**config.mk**
```make
export PLATFORM = sky130hd
export DESIGN_NAME = prime_chain_sieve_offsets
export DESIGN_NICKNAME = d
export VERILOG_FILES = /design/src/rtl/core/pcso_pkg.sv /design/src/rtl/core/prime_chain_sieve_offsets.sv
export VERILOG_INCLUDE_DIRS = /design/src /design/src/rtl/core
export SDC_FILE = /design/constraint.sdc
export NUM_CORES = 1
export LEC_CHECK = 0
export BUFFER_PORTS_ARGS = -buffer_cell sky130_fd_sc_hd__clkbuf_2
export CAP_MARGIN = 20
export CORE_MARGIN = 2
export CORE_UTILIZATION = 45
export CTS_BUF_LIST = sky130_fd_sc_hd__clkbuf_16
export DETAILED_ROUTE_END_ITERATION = 7
export RECOVER_POWER = 50
export SKIP_LAST_GASP = 1
export SLEW_MARGIN = 10
export SYNTH_ARGS = -nofsm -noshare
export SYNTH_HDL_FRONTEND = slang
export SYNTH_SLANG_ARGS = --single-unit
export TNS_END_PERCENT = 10
```
**constraint.sdc**
```tcl
create_clock -name clk -period 8.66 [get_ports clk]
set_clock_uncertainty 0.2 [all_clocks]
set_input_delay 0 -clock clk [delete_from_list [all_inputs] [get_ports clk]]
set_output_delay 0 -clock clk [all_outputs]
set_load 0.02 [all_outputs]
```
**src/rtl/core/prime_chain_sieve_offsets_defines.svh**
```systemverilog
// Assertion macros for the prime chain sieve offset block.
// Included by the RTL files that carry assertions; expects clk and rst in scope.
`ifndef PRIME_CHAIN_SIEVE_OFFSETS_DEFINES_SVH
`define PRIME_CHAIN_SIEVE_OFFSETS_DEFINES_SVH

// A condition that must hold at every clock edge outside reset.
`define PCSO_ASSERT_HOLD(label, cond, msg) \
  label: assert property (@(posedge clk) disable iff (rst) (cond)) else $error(msg);

// A consequence that must hold in the same cycle as its antecedent.
`define PCSO_ASSERT_IMPLY(label, ante, cons, msg) \
  label: assert property (@(posedge clk) disable iff (rst) (ante) |-> (cons)) else $error(msg);

`endif

```
**src/rtl/core/pcso_pkg.sv**
```systemverilog
// Package for the prime chain sieve offset block: sequencer states and fixed widths.
// No dependencies.
`default_nettype none

package pcso_pkg;

  localparam int CFG_W = 6;
  localparam int IDX_W = 5;
  localparam logic [CFG_W-1:0] LAYER_COUNT_RESET = 6'd10;

  typedef enum logic [7:0] {
    ST_IDLE     = 8'b00000001,
    ST_RES_DIV  = 8'b00000010,
    ST_EUC_TEST = 8'b00000100,
    ST_EUC_DIV  = 8'b00001000,
    ST_EUC_MUL  = 8'b00010000,
    ST_EUC_UPD  = 8'b00100000,
    ST_EMIT     = 8'b01000000,
    ST_LAY_MUL  = 8'b10000000
  } state_t;

endpackage

`default_nettype wire

```
**src/rtl/core/prime_chain_sieve_offsets.sv**
```systemverilog
// Start offsets for sieving prime chains: modular inverse by extended Euclid, then one
// offset pair per chain layer. Depends on pcso_pkg and prime_chain_sieve_offsets_defines.svh.
`default_nettype none

`include "prime_chain_sieve_offsets_defines.svh"

// One prime is taken at a time; in_stall stays high from the transfer until the last
// layer result has been handed to the output register, or until the residue is found
// to be zero. All arithmetic but the negation p - x runs through a single add-and-reduce
// unit (a + b + carry, less the modulus if the sum reaches it), which serves as one
// restoring division step, one doubling or one addition of a shift-and-add modular
// multiply, or the coefficient update. The residue is first reduced modulo the prime;
// each Euclid step then runs a division, a multiply and an update, and each further
// layer runs a multiply and a load of the output register.
// The output register lets the sequencer work on the next layer while a result waits
// to be taken.
module prime_chain_sieve_offsets
  import pcso_pkg::*;
#(
  parameter int MAX_LAYERS = 32,
  parameter int PRIME_BITS = 31
) (
  input  wire logic                  clk,
  input  wire logic                  rst,
  input  wire logic                  cfg_valid,
  output logic                       cfg_ready,
  input  wire logic [CFG_W-1:0]      cfg_data,
  input  wire logic                  in_valid,
  output logic                       in_stall,
  input  wire logic [PRIME_BITS-1:0] prime,
  input  wire logic [PRIME_BITS-1:0] primorial_residue,
  input  wire logic [PRIME_BITS-1:0] half_inverse,
  output logic                       out_valid,
  input  wire logic                  out_stall,
  output logic [IDX_W-1:0]           layer_index,
  output logic [PRIME_BITS-1:0]      first_kind_offset,
  output logic [PRIME_BITS-1:0]      second_kind_offset,
  output logic                       last_layer
);

  localparam int P      = PRIME_BITS;
  localparam int STEP_W = $clog2(P);
  localparam int CNT_W  = $clog2(MAX_LAYERS + 1);

  state_t state;

  logic [CFG_W-1:0]  layer_count;
  logic [CNT_W-1:0]  count_eff;
  logic [CNT_W-1:0]  lay;
  logic [P-1:0]      p_reg;
  logic [P-1:0]      hinv;
  logic [P-1:0]      r0;
  logic [P-1:0]      r1;
  logic [P-1:0]      s0;
  logic [P-1:0]      s1;
  logic [P-1:0]      dvd;
  logic [P-1:0]      rem;
  logic [P-1:0]      mlr;
  logic [P-1:0]      acc;
  logic [P-1:0]      f;
  logic [STEP_W-1:0] cnt;
  logic              phase;

  // Shared add-and-reduce unit.
  logic [P-1:0] unit_a;
  logic [P-1:0] unit_b;
  logic [P-1:0] unit_m;
  logic         unit_cin;
  logic [P:0]   unit_sum;
  logic [P:0]   unit_diff;
  logic         unit_ge;
  logic [P-1:0] unit_res;

  logic [P-1:0] neg_in;
  logic [P-1:0] neg;
  logic [CFG_W:0] count_wide;
  logic [CNT_W-1:0] count_clamped;
  logic step_last;
  logic bit_done;
  logic out_free;
  logic is_last;
  logic mul_busy;

  assign cfg_ready = 1'b1;
  assign in_stall  = (state != ST_IDLE);

  always_comb begin
    count_wide = {1'b0, layer_count};
    if (count_wide > (CFG_W + 1)'(MAX_LAYERS)) begin
      count_wide = (CFG_W + 1)'(MAX_LAYERS);
    end
    count_clamped = CNT_W'(count_wide);
  end

  assign step_last = (cnt == STEP_W'(P - 1));
  assign bit_done  = phase || !mlr[P-1];
  assign out_free  = !out_valid || !out_stall;
  assign is_last   = (lay == count_eff - CNT_W'(1));
  assign mul_busy  = (state == ST_EUC_MUL) || (state == ST_LAY_MUL);

  // The subtrahend is always below the prime, so p - x stays in P bits.
  assign neg_in = (state == ST_EUC_UPD) ? acc : f;
  assign neg    = p_reg - neg_in;

  always_comb begin
    unit_a   = rem;
    unit_b   = rem;
    unit_cin = dvd[P-1];
    unit_m   = p_reg;
    unique case (state)
      ST_EUC_DIV: begin
        unit_m = r1;
      end
      ST_EUC_MUL, ST_LAY_MUL: begin
        unit_a   = acc;
        unit_cin = 1'b0;
        if (phase) begin
          unit_b = (state == ST_EUC_MUL) ? s1 : f;
        end else begin
          unit_b = acc;
        end
      end
      ST_EUC_UPD: begin
        unit_a   = s0;
        unit_b   = neg;
        unit_cin = 1'b0;
      end
      default: begin
        unit_a = rem;
      end
    endcase
  end

  assign unit_sum  = {1'b0, unit_a} + {1'b0, unit_b} + {{P{1'b0}}, unit_cin};
  assign unit_ge   = (unit_sum >= {1'b0, unit_m});
  assign unit_diff = unit_sum - {1'b0, unit_m};
  assign unit_res  = unit_ge ? unit_diff[P-1:0] : unit_sum[P-1:0];

  always_ff @(posedge clk) begin
    if (rst) begin
      state       <= ST_IDLE;
      out_valid   <= 1'b0;
      layer_count <= LAYER_COUNT_RESET;
    end else begin
      if (cfg_valid && cfg_ready) begin
        layer_count <= cfg_data;
      end
      // While emitting, the output register is refilled below instead.
      if (out_valid && !out_stall && state != ST_EMIT) begin
        out_valid <= 1'b0;
      end
      unique case (state)
        ST_IDLE: begin
          if (in_valid) begin
            p_reg     <= prime;
            hinv      <= half_inverse;
            dvd       <= primorial_residue;
            rem       <= '0;
            cnt       <= '0;
            count_eff <= count_clamped;
            if (prime > P'(1) && count_clamped != '0) begin
              state <= ST_RES_DIV;
            end
          end
        end
        ST_RES_DIV: begin
          rem <= unit_res;
          dvd <= {dvd[P-2:0], unit_ge};
          cnt <= cnt + STEP_W'(1);
          if (step_last) begin
            r0 <= p_reg;
            r1 <= unit_res;
            s0 <= '0;
            s1 <= P'(1);
            state <= (unit_res == '0) ? ST_IDLE : ST_EUC_TEST;
          end
        end
        ST_EUC_TEST: begin
          if (r1 > P'(1)) begin
            dvd   <= r0;
            rem   <= '0;
            cnt   <= '0;
            state <= ST_EUC_DIV;
          end else begin
            f     <= s1;
            lay   <= '0;
            state <= ST_EMIT;
          end
        end
        ST_EUC_DIV: begin
          rem <= unit_res;
          dvd <= {dvd[P-2:0], unit_ge};
          if (step_last) begin
            // The quotient is complete with this step's bit; it becomes the multiplier.
            mlr   <= {dvd[P-2:0], unit_ge};
            acc   <= '0;
            cnt   <= '0;
            phase <= 1'b0;
            state <= ST_EUC_MUL;
          end else begin
            cnt <= cnt + STEP_W'(1);
          end
        end
        ST_EUC_MUL, ST_LAY_MUL: begin
          acc <= unit_res;
          if (bit_done) begin
            phase <= 1'b0;
            mlr   <= mlr << 1;
            cnt   <= cnt + STEP_W'(1);
            if (step_last) begin
              if (state == ST_EUC_MUL) begin
                state <= ST_EUC_UPD;
              end else begin
                f     <= unit_res;
                state <= ST_EMIT;
              end
            end
          end else begin
            phase <= 1'b1;
          end
        end
        ST_EUC_UPD: begin
          // Coefficients are kept reduced modulo the prime: s2 = s0 - q * s1 mod p.
          r0    <= r1;
          r1    <= rem;
          s0    <= s1;
          s1    <= unit_res;
          state <= ST_EUC_TEST;
        end
        ST_EMIT: begin
          if (out_free) begin
            out_valid          <= 1'b1;
            layer_index        <= IDX_W'(lay);
            first_kind_offset  <= f;
            second_kind_offset <= neg;
            last_layer         <= is_last;
            if (is_last) begin
              state <= ST_IDLE;
            end else begin
              mlr   <= hinv;
              acc   <= '0;
              cnt   <= '0;
              phase <= 1'b0;
              lay   <= lay + CNT_W'(1);
              state <= ST_LAY_MUL;
            end
          end
        end
        default: begin
          state <= ST_IDLE;
        end
      endcase
    end
  end

  `PCSO_ASSERT_IMPLY(a_div_rem_below, state == ST_EUC_DIV, rem < r1, "remainder not below divisor")
  `PCSO_ASSERT_IMPLY(a_mul_acc_below, mul_busy, acc < p_reg, "multiply accumulator not reduced")
  `PCSO_ASSERT_IMPLY(a_s0_below, state == ST_EUC_TEST, s0 < p_reg, "Euclid s0 not reduced")
  `PCSO_ASSERT_IMPLY(a_s1_below, state == ST_EUC_TEST, s1 < p_reg, "Euclid s1 not reduced")
  `PCSO_ASSERT_IMPLY(a_offset_below, state == ST_EMIT, f < p_reg, "offset not reduced")
  `PCSO_ASSERT_IMPLY(a_layer_below, state == ST_EMIT, lay < count_eff, "layer out of range")

endmodule

`default_nettype wire

```
==> impl_metrics.env <==
export IMPL_run_status="complete, no violations"
export IMPL_finish_utilization_pct=57.7
export IMPL_port_buffer_count=173
export IMPL_vias_per_cell=5.72
export IMPL_syn2layout_area_growth_pct=26.6
export IMPL_synth_lib_cells_used_distinct=97
export IMPL_critical_path_arrival_ps=8760
export IMPL_final_cell_mix="427 x sky130_fd_sc_hd__edfxtp_1, 407 x sky130_fd_sc_hd__nand2_1, 203 x sky130_fd_sc_hd__nor2_1"
export IMPL_power_per_cell_area_nw_per_um2=360
export IMPL_layout_min_cycle_time_ps=8400
export IMPL_detail_route_first_pass_iterations=7
export IMPL_dp_hpwl_um=53600
export IMPL_crit_top_cell="sky130_fd_sc_hd__a21o_1"
export IMPL_grt_antenna_before_repair=0
export IMPL_path_clk_slew_ps=70
export IMPL_critical_path_required_ps=9020
export IMPL_floorplan_rows=85
export IMPL_synth_seq_cells=442
export IMPL_worst_slack_ps=258
export IMPL_drc_errors=0
export IMPL_detailedPlace_worstSlack_ps=-31.3
export IMPL_synth_top_flop_cell="sky130_fd_sc_hd__edfxtp_1"
export IMPL_setup_violations=0
export IMPL_detail_route_antenna_nets=0
export IMPL_leakage_nw=12.4
export IMPL_post_route_cell_area_um2=31000
export IMPL_number_of_vias_in_the_routed_layout=20191
export IMPL_rsz_0062_raised_after_global_routing="true"
export IMPL_floorplan_die_height_um=237
export IMPL_clk_latency_ps=610
export IMPL_worst_slew_pin_slew_ps=1040
export IMPL_globalRouteTotalUtil_pct=26.9
export IMPL_hold_path_class="in2reg"
export IMPL_cts_tree="done"
export IMPL_synth_edf_count=427
export IMPL_first_global_vias=20063
export IMPL_hold_path_startpoint="primorial_residue[23]"
export IMPL_ys_warnings_count=0
export IMPL_timing_critical_path_buf_inv=3
export IMPL_final_min_period_over_clock_period_pct=97.0
export IMPL_htreeDepth=2
export IMPL_busiest_layer="met2"
export IMPL_avgSynthCellArea_um2=10.6
export IMPL_detailedRoute_firstIterationViolations=1561
export IMPL_wirelength_um=77300
export IMPL_placed_cell_area_um2=27200
export IMPL_detail_route_wl_per_cell_um=21.9
export IMPL_synth_top_area_share_pct=52.3
export IMPL_postSynthNetCount=2515
export IMPL_place_gp_congestion=0.940
export IMPL_antenna_diode_count=0
export IMPL_grt_start_max_net_pins=88
export IMPL_finalHoldViolations=0
export IMPL_core_area_um2=53800
export IMPL_clock_tree_root_cell="sky130_fd_sc_hd__clkbuf_16"
export IMPL_final_common_cell="sky130_fd_sc_hd__edfxtp_1"
export IMPL_tritoncts_num_buffers=49
export IMPL_slowest_delay_ps=360
export IMPL_crit_start="state[2]"
export IMPL_critPathTopFamily="compound AO/OA/AOI/OAI gates"
export IMPL_groute_layer_met2_usage_pct=45.1
export IMPL_r2r_start="state[2]"
export IMPL_deepest_clock_path_buffer_count=3
export IMPL_floorplan_initialDensity_pct=45.6
export IMPL_gate_count_of_the_mapped_netlist=2312
export IMPL_cap_viol_max_count=0
export IMPL_ir_worst_vdd_v=0.000206
export IMPL_critPathKind="reg2reg"
export IMPL_grt_overflow_total=0
export IMPL_gr_usage_met1_pct=36.6
export IMPL_path_max_fanout=18
export IMPL_regToRegSetupSlack_ps=260
export IMPL_max_freq_mhz=119
export IMPL_dp_cells=3238
export IMPL_grt_pass1_wl_um=117000
export IMPL_final_instance_count_excl_fill=3528
export IMPL_timing_critical_path_from_type="flop"
export IMPL_cts_sinks=442
export IMPL_globalRouteMet3Util_pct=3.22
export IMPL_critical_path_endpoint_category="flop"
export IMPL_slowest_stage="sky130_fd_sc_hd__nor4b_2"
export IMPL_timing_max_slew_rel_slack_pct=30.9
export IMPL_mappedNetlistArea_um2=24500
export IMPL_async_set_or_reset_register_ratio_after_synthesis_pct=0
export IMPL_yosysSeqAreaShare_pct=53.5
export IMPL_final_net_count=2995
export IMPL_main_area_contributors_after_synthesis="sky130_fd_sc_hd__edfxtp_1 52%, sky130_fd_sc_hd__nand2_1 6.2%, sky130_fd_sc_hd__ha_1 4.8%"
export IMPL_synthDominantAreaCellType="sky130_fd_sc_hd__edfxtp_1"
export IMPL_die_width_um=237
export IMPL_die_area_um2=56400
export IMPL_final_max_slew_violation_count=0
export IMPL_top_level_ports=175
export IMPL_layout_drive_gt1_share_pct=16.1
[cells by family after synthesis]
group                    after synthesis  share of synthesized area (%)
multiplexers                         111                           4.56
other                                  1                         0.0153
flip-flops                           442                           53.5
AND/OR/NAND/NOR                      884                           16.2
buffers and inverters                148                           2.39
AO/OA/AOI/OAI                        545                           15.2
adder cells (fa/ha/maj)               99                           5.17
XOR/XNOR                              82                           2.93
[synth_stat cells (all sizes together) (5+ instances only)]
| master | instances |
|---|---|
| o221ai | 5 |
| nand2b | 14 |
| a31oi | 14 |
| a21boi | 7 |
| nand2 | 408 |
| mux2i | 108 |
| and3 | 7 |
| or2 | 12 |
| a211oi | 20 |
| nor4 | 17 |
| a21oi | 128 |
| nor3 | 30 |
| xnor2 | 49 |
| nor2 | 217 |
| edfxtp | 427 |
| or3 | 10 |
| nand4 | 12 |
| o21a | 18 |
| a21o | 73 |
| a22oi | 93 |
| dfxtp | 15 |
| o21ai | 92 |
| nor2b | 22 |
| nand3 | 49 |
| o2111ai | 5 |
| or4 | 11 |
| o211ai | 32 |
| and4 | 5 |
| clkbuf | 89 |
| nand3b | 5 |
| and2 | 46 |
| nor3b | 9 |
| ha | 95 |
| o21bai | 10 |
| buf | 20 |
| xor2 | 33 |
| inv | 39 |
[final timing paths]
check	depth (start not counted)	to
setup reg to reg	38	state[0]
setup / recovery	38	state[0]
hold / removal	4	dvd[23]
hold reg to reg	0	first_kind_offset[30]
[metal layers]
layer,part of all wire (%),vias to the layer above
met5,0,-
met4,3.2,0
met3,5.5,139
met2,47,698
met1,44,9838
li1,-,9516
[worst register-to-register path, delay by kind of cell (launching register included)]
| family | cells | cell delay (ps) |
|---|---|---|
| AO/OA/AOI/OAI | 17 | 3480 |
| AND/OR/NAND/NOR | 13 | 2500 |
| adder cells (fa/ha/maj) | 3 | 820 |
| buffers and inverters | 3 | 550 |
| flip-flops | 1 | 340 |
| multiplexers | 1 | 300 |
| XOR/XNOR | 1 | 170 |
[what timing repair did]
action / 4_1_cts / 5_1_grt
cloned: 0 / 3
hold endpoints to repair: 131 / 0
setup buffers: 0 / 11
setup endpoints to repair: 13 / 156
gates resized for setup: 3 / 93
pin swaps: 0 / 30
hold buffers: 184 / 0
[per-stage QoR]
| stage | total power (W) | setup TNS, ps | hold WS (ps) |
|---|---|---|---|
| after floorplan | 0.00622 | 0 | -101 |
| after global placement | 0.00878 | 0 | -19.8 |
| after detailed placement | 0.00879 | -72.2 | -21.4 |
| after CTS | 0.0110 | -15.4 | 0.132 |
| after global routing | 0.0118 | -512 | 23.1 |
| final | 0.0112 | 0 | 30.0 |
[area by class of cell]
class / instances / area, um^2
fill: 4536 / 22800
clock inverter: 40 / 320
inverter: 39 / 146
tap: 696 / 871
multi-input combinational: 1723 / 11200
timing repair buffer: 537 / 4050
sequential: 442 / 13100
clock buffer: 51 / 1280
[report_power, final]
group / switching (W) / leakage (nW) / internal (W) / total [W]
clock: 0.000901 / 0.824 / 0.00119 / 0.00209
sequential: 0.0000962 / 4.13 / 0.00268 / 0.00277
combinational: 0.00350 / 7.48 / 0.00281 / 0.00631
Note: power is estimated with default switching activity, not from simulation.
